===== config.mk =====
export PLATFORM = sky130hd
export DESIGN_NAME = pi_speed_controller_top
export DESIGN_NICKNAME = d
export VERILOG_FILES = /design/src/rtl/pisc_pkg.sv /design/src/rtl/pisc_regs.sv /design/src/rtl/pisc_integ.sv /design/src/rtl/pisc_drive.sv /design/src/rtl/pi_speed_controller_top.sv
export VERILOG_INCLUDE_DIRS = /design/src /design/src/rtl
export SDC_FILE = /design/constraint.sdc
export NUM_CORES = 1
export LEC_CHECK = 0
export ABC_AREA = 0
export BUFFER_PORTS_ARGS = -buffer_cell sky130_fd_sc_hd__buf_2
export CAP_MARGIN = 20
export CORE_MARGIN = 2
export CORE_UTILIZATION = 40
export CTS_CLUSTER_DIAMETER = 60
export DETAILED_ROUTE_END_ITERATION = 6
export MAX_ROUTING_LAYER = met4
export SLEW_MARGIN = 10
export SYNTH_ARGS = -nofsm -noshare
export SYNTH_HDL_FRONTEND = slang
export SYNTH_SLANG_ARGS = --single-unit

===== constraint.sdc =====
create_clock -name clk_i -period 14.5 [get_ports clk_i]
set_clock_uncertainty 0.05 [all_clocks]
set_input_delay 2.9 -clock clk_i [delete_from_list [all_inputs] [get_ports clk_i]]
set_output_delay 2.9 -clock clk_i [all_outputs]
set_load 0.005 [all_outputs]

===== src/rtl/pi_speed_controller_top_assert.svh =====
// Assertion macros shared by the speed controller RTL.
`ifndef PI_SPEED_CONTROLLER_TOP_ASSERT_SVH
`define PI_SPEED_CONTROLLER_TOP_ASSERT_SVH
`ifndef NO_ASSERTIONS
`define PISC_ASSERT(lbl, prop) \
  lbl: assert property (@(posedge clk_i) disable iff (!rst_ni) prop) \
    else $error("pisc assertion failed");
`define PISC_ASSERT_NORST(lbl, prop) \
  lbl: assert property (@(posedge clk_i) prop) \
    else $error("pisc assertion failed");
`else
`define PISC_ASSERT(lbl, prop)
`define PISC_ASSERT_NORST(lbl, prop)
`endif
`endif


===== src/rtl/pisc_pkg.sv =====
// Types and constants of the PI speed controller.
package pisc_pkg;

  localparam int CFG_IDX_W  = 8;
  localparam int CFG_DATA_W = 16;

  localparam int PGAIN_W = 8;
  localparam int IGAIN_W = 8;
  localparam int ILIM_W  = 10;
  localparam int DLIM_W  = 11;
  localparam int TGT_W   = 8;
  localparam int SUM_W   = 11;

  // error is saturated to +/- ERR_SAT; beyond that both clamps saturate anyway
  localparam int ERR_W   = 22;
  localparam int ERR_SAT = 1 << 20;
  localparam int DRV_W   = 32;

  localparam logic [PGAIN_W-1:0] PGAIN_RST = 8'd30;
  localparam logic [IGAIN_W-1:0] IGAIN_RST = 8'd5;
  localparam logic [ILIM_W-1:0]  ILIM_RST  = 10'd204;
  localparam logic [DLIM_W-1:0]  DLIM_RST  = 11'd2047;

  typedef enum logic [CFG_IDX_W-1:0] {
    REG_PROP_GAIN   = 8'd0,
    REG_INTEG_GAIN  = 8'd1,
    REG_INTEG_LIMIT = 8'd2,
    REG_DRIVE_LIMIT = 8'd3
  } pisc_reg_e;

  typedef struct packed {
    logic [PGAIN_W-1:0] prop_gain;
    logic [IGAIN_W-1:0] integ_gain;
    logic [ILIM_W-1:0]  integ_limit;
    logic [DLIM_W-1:0]  drive_limit;
  } pisc_cfg_t;

endpackage


===== src/rtl/pisc_regs.sv =====
// Configuration register file of the PI speed controller.
module pisc_regs (
  input  logic                           clk_i,
  input  logic                           rst_ni,
  input  logic                           cfg_valid_i,
  output logic                           cfg_ready_o,
  input  logic [pisc_pkg::CFG_IDX_W-1:0]  cfg_index_i,
  input  logic [pisc_pkg::CFG_DATA_W-1:0] cfg_data_i,
  output pisc_pkg::pisc_cfg_t            cfg_o
);
  import pisc_pkg::*;

  pisc_cfg_t cfg_q, cfg_d;

  assign cfg_ready_o = 1'b1;

  always_comb begin
    cfg_d = cfg_q;
    if (cfg_valid_i) begin
      unique case (pisc_reg_e'(cfg_index_i))
        REG_PROP_GAIN:   cfg_d.prop_gain   = cfg_data_i[PGAIN_W-1:0];
        REG_INTEG_GAIN:  cfg_d.integ_gain  = cfg_data_i[IGAIN_W-1:0];
        REG_INTEG_LIMIT: cfg_d.integ_limit = cfg_data_i[ILIM_W-1:0];
        REG_DRIVE_LIMIT: cfg_d.drive_limit = cfg_data_i[DLIM_W-1:0];
        default: cfg_d = cfg_q;
      endcase
    end
  end

  always_ff @(posedge clk_i or negedge rst_ni) begin
    if (!rst_ni) begin
      cfg_q.prop_gain   <= PGAIN_RST;
      cfg_q.integ_gain  <= IGAIN_RST;
      cfg_q.integ_limit <= ILIM_RST;
      cfg_q.drive_limit <= DLIM_RST;
    end else begin
      cfg_q <= cfg_d;
    end
  end

  assign cfg_o = cfg_q;

endmodule


===== src/rtl/pisc_integ.sv =====
// Speed measurement, error saturation and clamped integral stage.
`include "pi_speed_controller_top_assert.svh"
module pisc_integ #(
  parameter int COUNT_WIDTH = 32
) (
  input  logic                              clk_i,
  input  logic                              rst_ni,
  input  logic                              load_i,
  input  logic [COUNT_WIDTH-1:0]            encoder_count_i,
  input  logic signed [pisc_pkg::TGT_W-1:0] target_speed_i,
  input  logic [pisc_pkg::ILIM_W-1:0]       integ_limit_i,
  output logic signed [pisc_pkg::ERR_W-1:0] err_o,
  output logic signed [pisc_pkg::SUM_W-1:0] sum_o
);
  import pisc_pkg::*;

  localparam int EXT_W = (COUNT_WIDTH + 1 > ERR_W + 1) ? COUNT_WIDTH + 1 : ERR_W + 1;
  localparam logic signed [EXT_W-1:0] SAT_POS = EXT_W'(ERR_SAT);
  localparam logic signed [EXT_W-1:0] SAT_NEG = -SAT_POS;
  localparam int ACC_W = ERR_W + 1;

  logic [COUNT_WIDTH-1:0]    last_count_q;
  logic signed [SUM_W-1:0]   error_sum_q, error_sum_d;
  logic signed [ERR_W-1:0]   err_q, err_d;
  logic signed [SUM_W-1:0]   sum_q;

  logic [COUNT_WIDTH-1:0]    diff;
  logic signed [EXT_W-1:0]   err_ext;
  logic signed [ACC_W-1:0]   acc, lim_pos, lim_neg;

  always_comb begin
    diff    = encoder_count_i - last_count_q;
    err_ext = EXT_W'(target_speed_i) - EXT_W'($signed(diff));
    if (err_ext > SAT_POS) begin
      err_d = ERR_W'(SAT_POS);
    end else if (err_ext < SAT_NEG) begin
      err_d = ERR_W'(SAT_NEG);
    end else begin
      err_d = ERR_W'(err_ext);
    end

    lim_pos = ACC_W'($signed({1'b0, integ_limit_i}));
    lim_neg = -lim_pos;
    acc     = ACC_W'(error_sum_q) + ACC_W'(err_d);
    if (acc > lim_pos) begin
      error_sum_d = SUM_W'(lim_pos);
    end else if (acc < lim_neg) begin
      error_sum_d = SUM_W'(lim_neg);
    end else begin
      error_sum_d = SUM_W'(acc);
    end
  end

  always_ff @(posedge clk_i or negedge rst_ni) begin
    if (!rst_ni) begin
      last_count_q <= '0;
      error_sum_q  <= '0;
    end else if (load_i) begin
      last_count_q <= encoder_count_i;
      error_sum_q  <= error_sum_d;
    end
  end

  always_ff @(posedge clk_i) begin
    if (load_i) begin
      err_q <= err_d;
      sum_q <= error_sum_d;
    end
  end

  assign err_o = err_q;
  assign sum_o = sum_q;

  `PISC_ASSERT(a_sum_in_bound, load_i |=>
    (error_sum_q <= $signed({1'b0, $past(integ_limit_i)})) &&
    (error_sum_q >= -$signed({1'b0, $past(integ_limit_i)})))
  `PISC_ASSERT(a_sum_copy, load_i |=> (sum_q == error_sum_q))

endmodule


===== src/rtl/pisc_drive.sv =====
// Gain multiply, drive clamp and magnitude/direction result register.
`include "pi_speed_controller_top_assert.svh"
module pisc_drive #(
  parameter int DUTY_BITS = 11
) (
  input  logic                              clk_i,
  input  logic                              rst_ni,
  input  logic                              load_i,
  input  pisc_pkg::pisc_cfg_t               cfg_i,
  input  logic signed [pisc_pkg::ERR_W-1:0] err_i,
  input  logic signed [pisc_pkg::SUM_W-1:0] sum_i,
  output logic [DUTY_BITS-1:0]              duty_o,
  output logic                              reverse_o
);
  import pisc_pkg::*;

  localparam logic signed [DRV_W-1:0] DUTY_MAX = DRV_W'((1 << DUTY_BITS) - 1);

  logic signed [DRV_W-1:0] p_term, i_term, drive, lim, drive_c, mag;
  logic [DUTY_BITS-1:0]    duty_q;
  logic                    reverse_q;

  always_comb begin
    p_term = DRV_W'($signed({1'b0, cfg_i.prop_gain})) * DRV_W'(err_i);
    i_term = DRV_W'($signed({1'b0, cfg_i.integ_gain})) * DRV_W'(sum_i);
    drive  = p_term + i_term;
    lim    = DRV_W'($signed({1'b0, cfg_i.drive_limit}));
    if (lim > DUTY_MAX) begin
      lim = DUTY_MAX;
    end
    if (drive > lim) begin
      drive_c = lim;
    end else if (drive < -lim) begin
      drive_c = -lim;
    end else begin
      drive_c = drive;
    end
    mag = (drive_c > 0) ? drive_c : -drive_c;
  end

  always_ff @(posedge clk_i) begin
    if (load_i) begin
      duty_q    <= DUTY_BITS'(mag);
      reverse_q <= (drive_c <= 0);
    end
  end

  assign duty_o    = duty_q;
  assign reverse_o = reverse_q;

  `PISC_ASSERT(a_zero_is_reverse, $past(load_i) && (duty_q == '0) |-> reverse_q)

endmodule


===== src/rtl/pi_speed_controller_top.sv =====
// Top level of the PI speed controller with clamped integral.
// Each transaction is registered in the integral stage, then in the drive result register.
// Throughput: one transaction per cycle, stalls only on output backpressure.
// Config writes complete in the cycle they are presented.
// Reset: gains and limits take their defaults, count and integral clear.
`include "pi_speed_controller_top_assert.svh"
module pi_speed_controller_top #(
  parameter int COUNT_WIDTH = 32,
  parameter int DUTY_BITS   = 11
) (
  input  logic                              clk_i,
  input  logic                              rst_ni,
  input  logic                              in_valid_i,
  output logic                              in_ready_o,
  input  logic [COUNT_WIDTH-1:0]            encoder_count_i,
  input  logic signed [pisc_pkg::TGT_W-1:0] target_speed_i,
  output logic                              out_valid_o,
  input  logic                              out_ready_i,
  output logic [DUTY_BITS-1:0]              duty_o,
  output logic                              reverse_o,
  input  logic                              cfg_valid_i,
  output logic                              cfg_ready_o,
  input  logic [pisc_pkg::CFG_IDX_W-1:0]     cfg_index_i,
  input  logic [pisc_pkg::CFG_DATA_W-1:0]    cfg_data_i
);
  import pisc_pkg::*;

  pisc_cfg_t               cfg;
  logic signed [ERR_W-1:0] err;
  logic signed [SUM_W-1:0] sum;
  logic                    s1_valid_q, s1_valid_d;
  logic                    out_valid_q, out_valid_d;
  logic                    s1_adv, in_fire, out_load;

  assign s1_adv     = !out_valid_q || out_ready_i;
  assign in_ready_o = !s1_valid_q || s1_adv;
  assign in_fire    = in_valid_i && in_ready_o;
  assign out_load   = s1_adv && s1_valid_q;

  always_comb begin
    s1_valid_d  = in_ready_o ? in_valid_i : s1_valid_q;
    out_valid_d = s1_adv ? s1_valid_q : out_valid_q;
  end

  always_ff @(posedge clk_i or negedge rst_ni) begin
    if (!rst_ni) begin
      s1_valid_q  <= 1'b0;
      out_valid_q <= 1'b0;
    end else begin
      s1_valid_q  <= s1_valid_d;
      out_valid_q <= out_valid_d;
    end
  end

  assign out_valid_o = out_valid_q;

  pisc_regs u_regs (
    .clk_i       (clk_i),
    .rst_ni      (rst_ni),
    .cfg_valid_i (cfg_valid_i),
    .cfg_ready_o (cfg_ready_o),
    .cfg_index_i (cfg_index_i),
    .cfg_data_i  (cfg_data_i),
    .cfg_o       (cfg)
  );

  pisc_integ #(
    .COUNT_WIDTH (COUNT_WIDTH)
  ) u_integ (
    .clk_i           (clk_i),
    .rst_ni          (rst_ni),
    .load_i          (in_fire),
    .encoder_count_i (encoder_count_i),
    .target_speed_i  (target_speed_i),
    .integ_limit_i   (cfg.integ_limit),
    .err_o           (err),
    .sum_o           (sum)
  );

  pisc_drive #(
    .DUTY_BITS (DUTY_BITS)
  ) u_drive (
    .clk_i     (clk_i),
    .rst_ni    (rst_ni),
    .load_i    (out_load),
    .cfg_i     (cfg),
    .err_i     (err),
    .sum_i     (sum),
    .duty_o    (duty_o),
    .reverse_o (reverse_o)
  );

  `PISC_ASSERT(a_accept_fills_s1, in_fire |=> s1_valid_q)
  `PISC_ASSERT(a_s1_held_on_stall, s1_valid_q && !s1_adv |=> s1_valid_q)
  `PISC_ASSERT_NORST(a_stage_moves_out, rst_ni && $past(rst_ni) && $past(out_load) |-> out_valid_q)

endmodule


==> metrics.yaml <==
cts:
  htreeDepth: 4
  cts_root_buf: "clkbuf_16"
  path_clk_slew_ns: 0.07
  cts_sinks: 127
  ctsHoldBuffers: 0
  cts_setup_buffers: 0
  clock_latency_ns: 0.50
  clockBufferDepth: 2
  tritoncts: "built"
  tritoncts.num_buffers: 17
sta:
  fin_crit_ns: 13.66
  rsz0062_at_grt: "false"
  setup_viol: 0
  slew_violations: 0
  relSlewSlack_pct: 35.1
  fin_crit_sh_pct: 94.2
  fmax_mhz: 73.2
  tightest_slew_ns: 0.949
  tns_ns: 0
  hold_viol: 0
logic_synthesis:
  synth_nets: 3308
  syn_inst: 2730
  synth_common_cells: "inv_1, ha_1, nand2_1"
  synthAdderAreaFrac_pct: 34.0
  synth-simple-area-share_pct: 17.7
  synth.top_cell.area_share_pct: 18.2
  yosys_most_used_dff: "dfrtp_1"
  synth_compound_area_share_pct: 16.5
  synth_cell_types: 104
  synthXorXnorAreaFrac_pct: 5.67
  syn_area_per_cell_sq_um: 8.60
  synth_area_leaders: "fa_1, ha_1, inv_1"
  synth_edf_count: 45
  ys_warn_count: 0
  async_flop_share_pct: 64.6
  muxShareOfSynthArea_pct: 3.50
  synth_top_family_by_area: "adder cells"
  synthesis.area_sq_um: 23500
  seq_area_frac_synth_pct: 14.6
  synth_top_area_cell: "fa_1"
  synth.most_common_cell: "inv_1"
  synth-seq-cells: 127
floorplanning:
  chipHeight_microns: 246
  ios: 84
  rows: 88
  core_sq_um: 57900
  start_util_pct: 40.5
  dieArea_sq_um: 60600
  die-width_microns: 246
setup_path:
  crit_fanout: 11
  worst-path-stages: 49
  slowest_stage: "or4b_4"
  cp_num_buf_inv: 4
  path_delay_family: "compound AO/OA/AOI/OAI gates"
  cpMostUsedCell: "a21oi_1"
  crit_arrival_ns: 13.98
  r2r_cells: 47
  cp_slowest_stage_delay_ns: 0.67
  path_class: "input port to flip-flop"
  cp-start-kind: "input port"
  cp.required_ns: 14.83
  endpoint_kind: "flip-flop"
final_layout:
  multi_input_area_sq_um: 18200
  drive_above_1_share_pct: 9.03
  diodes: 0
  final-seq-area_sq_um: 3430
  num-nets-final: 3344
  fill_cells: 5831
  area_delta_synth_final_pct: 7.37
  final_util_pct: 43.5
drt:
  via_per_inst: 5.31
  drt-initial-drc-count: 801
  wl_microns: 56800
  vias: 18821
  antenna_left: 0
  drt_pass1_iterations: 6
  drc: 0
  wl_per_cell_microns: 16.0
outcome:
  status: "completed"
global_route:
  grt_pass1_wl_microns: 96400
  grt_overflow: 0
  grt_max_degree: 64
  grt_usage_pct: 20.2
  first_global_vias: 19339
  antenna_found_initial: 0
place:
  gp_congestion: 0.915
  io_buffers: 77
  hpwl_microns: 47400
hold_path:
  hold_path_depth: 1
  hp-class: "flip-flop to flip-flop"
power:
  p_total_mw: 3.14
  cellPowerDensity_nw_per_um2: 125
  vdd_drop_max_mv: 0.0956
  p_leak_nw: 12.6
run:
  drv_cap: 0
==> per-layer routing <==
| layer | vias to the layer above | routed length [microns] | GRT usage, % |
|---|---|---|---|
| met5 | - | 0 | - |
| met4 | 0 | 873 | 4.77 |
| met3 | 61 | 1380 | 2.23 |
| met2 | 254 | 27700 | 34.7 |
| met1 | 9153 | 26800 | 25.5 |
| li1 | 9353 | - | - |
==> cell usage in the layout, fill, tap and decap left out, drive strengths merged, types with 9 or more instances in the layout <==
cell     netlist  final
and3          37     37
nor3          53     53
nor2         125    125
o21bai        19     19
dfrtp         61     61
mux2          54     54
o21ai        127    127
or3           15     15
a21boi        12     12
nand2b        30     30
and2         170    170
xor2          52     52
nand3b         9      9
a21oi        158    158
edfxtp        45     45
nand4         22     22
inv          418    426
nand3         45     45
a31oi         24     24
nand2        228    228
o21a          31     31
xnor2        100    100
fa           214    214
nor2b         22     22
nor4          19     19
buf           12     87
clkbuf        58     18
a2111oi       11     11
a21o          63     63
o211ai        28     28
ha           295    295
mux2i         21     21
dfstp         21     21
a211oi        20     20
==> path summary, 6_finish.rpt <==
kind | to | start | slack [ns]
setup / recovery | u_integ.error_sum_q[9] | encoder_count_i[0] | 0.84
hold / removal | out_valid_o | s1_valid_q | 0.45
setup reg to reg | u_drive.duty_o[3] | u_regs.cfg_o[29] | 1.81
hold reg to reg | out_valid_o | s1_valid_q | 0.45
max in group asynchronous | u_regs.cfg_o[36] | rst_ni | 10.95
min in group asynchronous | u_integ.last_count_q[21] | rst_ni | 2.24
==> final cells by class <==
class / count / share of cell area [%]
tap: 765 / 3.80
timing repair buffer: 87 / 1.84
multi-input combinational: 2113 / 72.1
clock inverter: 14 / 0.630
clock buffer: 18 / 1.79
inverter: 420 / 6.26
sequential: 127 / 13.6
==> worst register-to-register path, delay by kind of cell (launching register included) <==
family	cells	cell delay, ns
compound gates	19	4.58
xor+xnor	2	0.23
fa+ha+maj	8	3.21
buf+inv	4	0.26
flops	1	0.91
mux	4	1.11
simple gates	10	2.06
==> sequential cells by signal, summed over array words and instances, names as in the netlist <==
register and flops:
s1_valid_q 1, u_regs.cfg_o 37, out_valid_o 1, u_drive.reverse_o 1, u_integ.last_count_q 32, u_integ.sum_o 11
u_drive.duty_o 11, u_integ.err_o 22, u_integ.error_sum_q 11
==> timing repair <==
item	CTS	global route
setup endpoints to repair	0	16
gates resized for setup	0	1
endpoints found under the hold margin	0	0
==> power breakdown <==
| group | leakage, nW | internal, mW | total (mW) | switching (mW) |
|---|---|---|---|---|
| Combinational | 10.8 | 0.873 | 2.14 | 1.26 |
| Sequential | 1.44 | 0.458 | 0.543 | 0.0849 |
| Clock | 0.296 | 0.241 | 0.461 | 0.220 |
| Total | 12.6 | 1.57 | 3.14 | 1.57 |
==> logic make-up after synthesis <==
logic type | after synthesis
other | 1
muxes | 75
AOI/OAI and AO/OA | 568
xor gates and xnor gates | 152
and+or+nand+nor | 808
DFF | 127
buffers and inverters | 490
adders and majority gates | 509
==> stage by stage <==
step           area (sq um)  worst slack [ns]  cells  hold WS [ns]
2_1_floorplan         23500              2.08   2730         0.399
3_3_place_gp          24600             0.476   3512         0.412
3_5_place_dp          24600             0.298   3512         0.430
4_1_cts               25200             0.792   3544         0.447
5_1_grt               25200            0.0123   3544         0.485
6_report              25200             0.844   3544         0.448
Note: power is estimated with default switching activity, not from simulation.
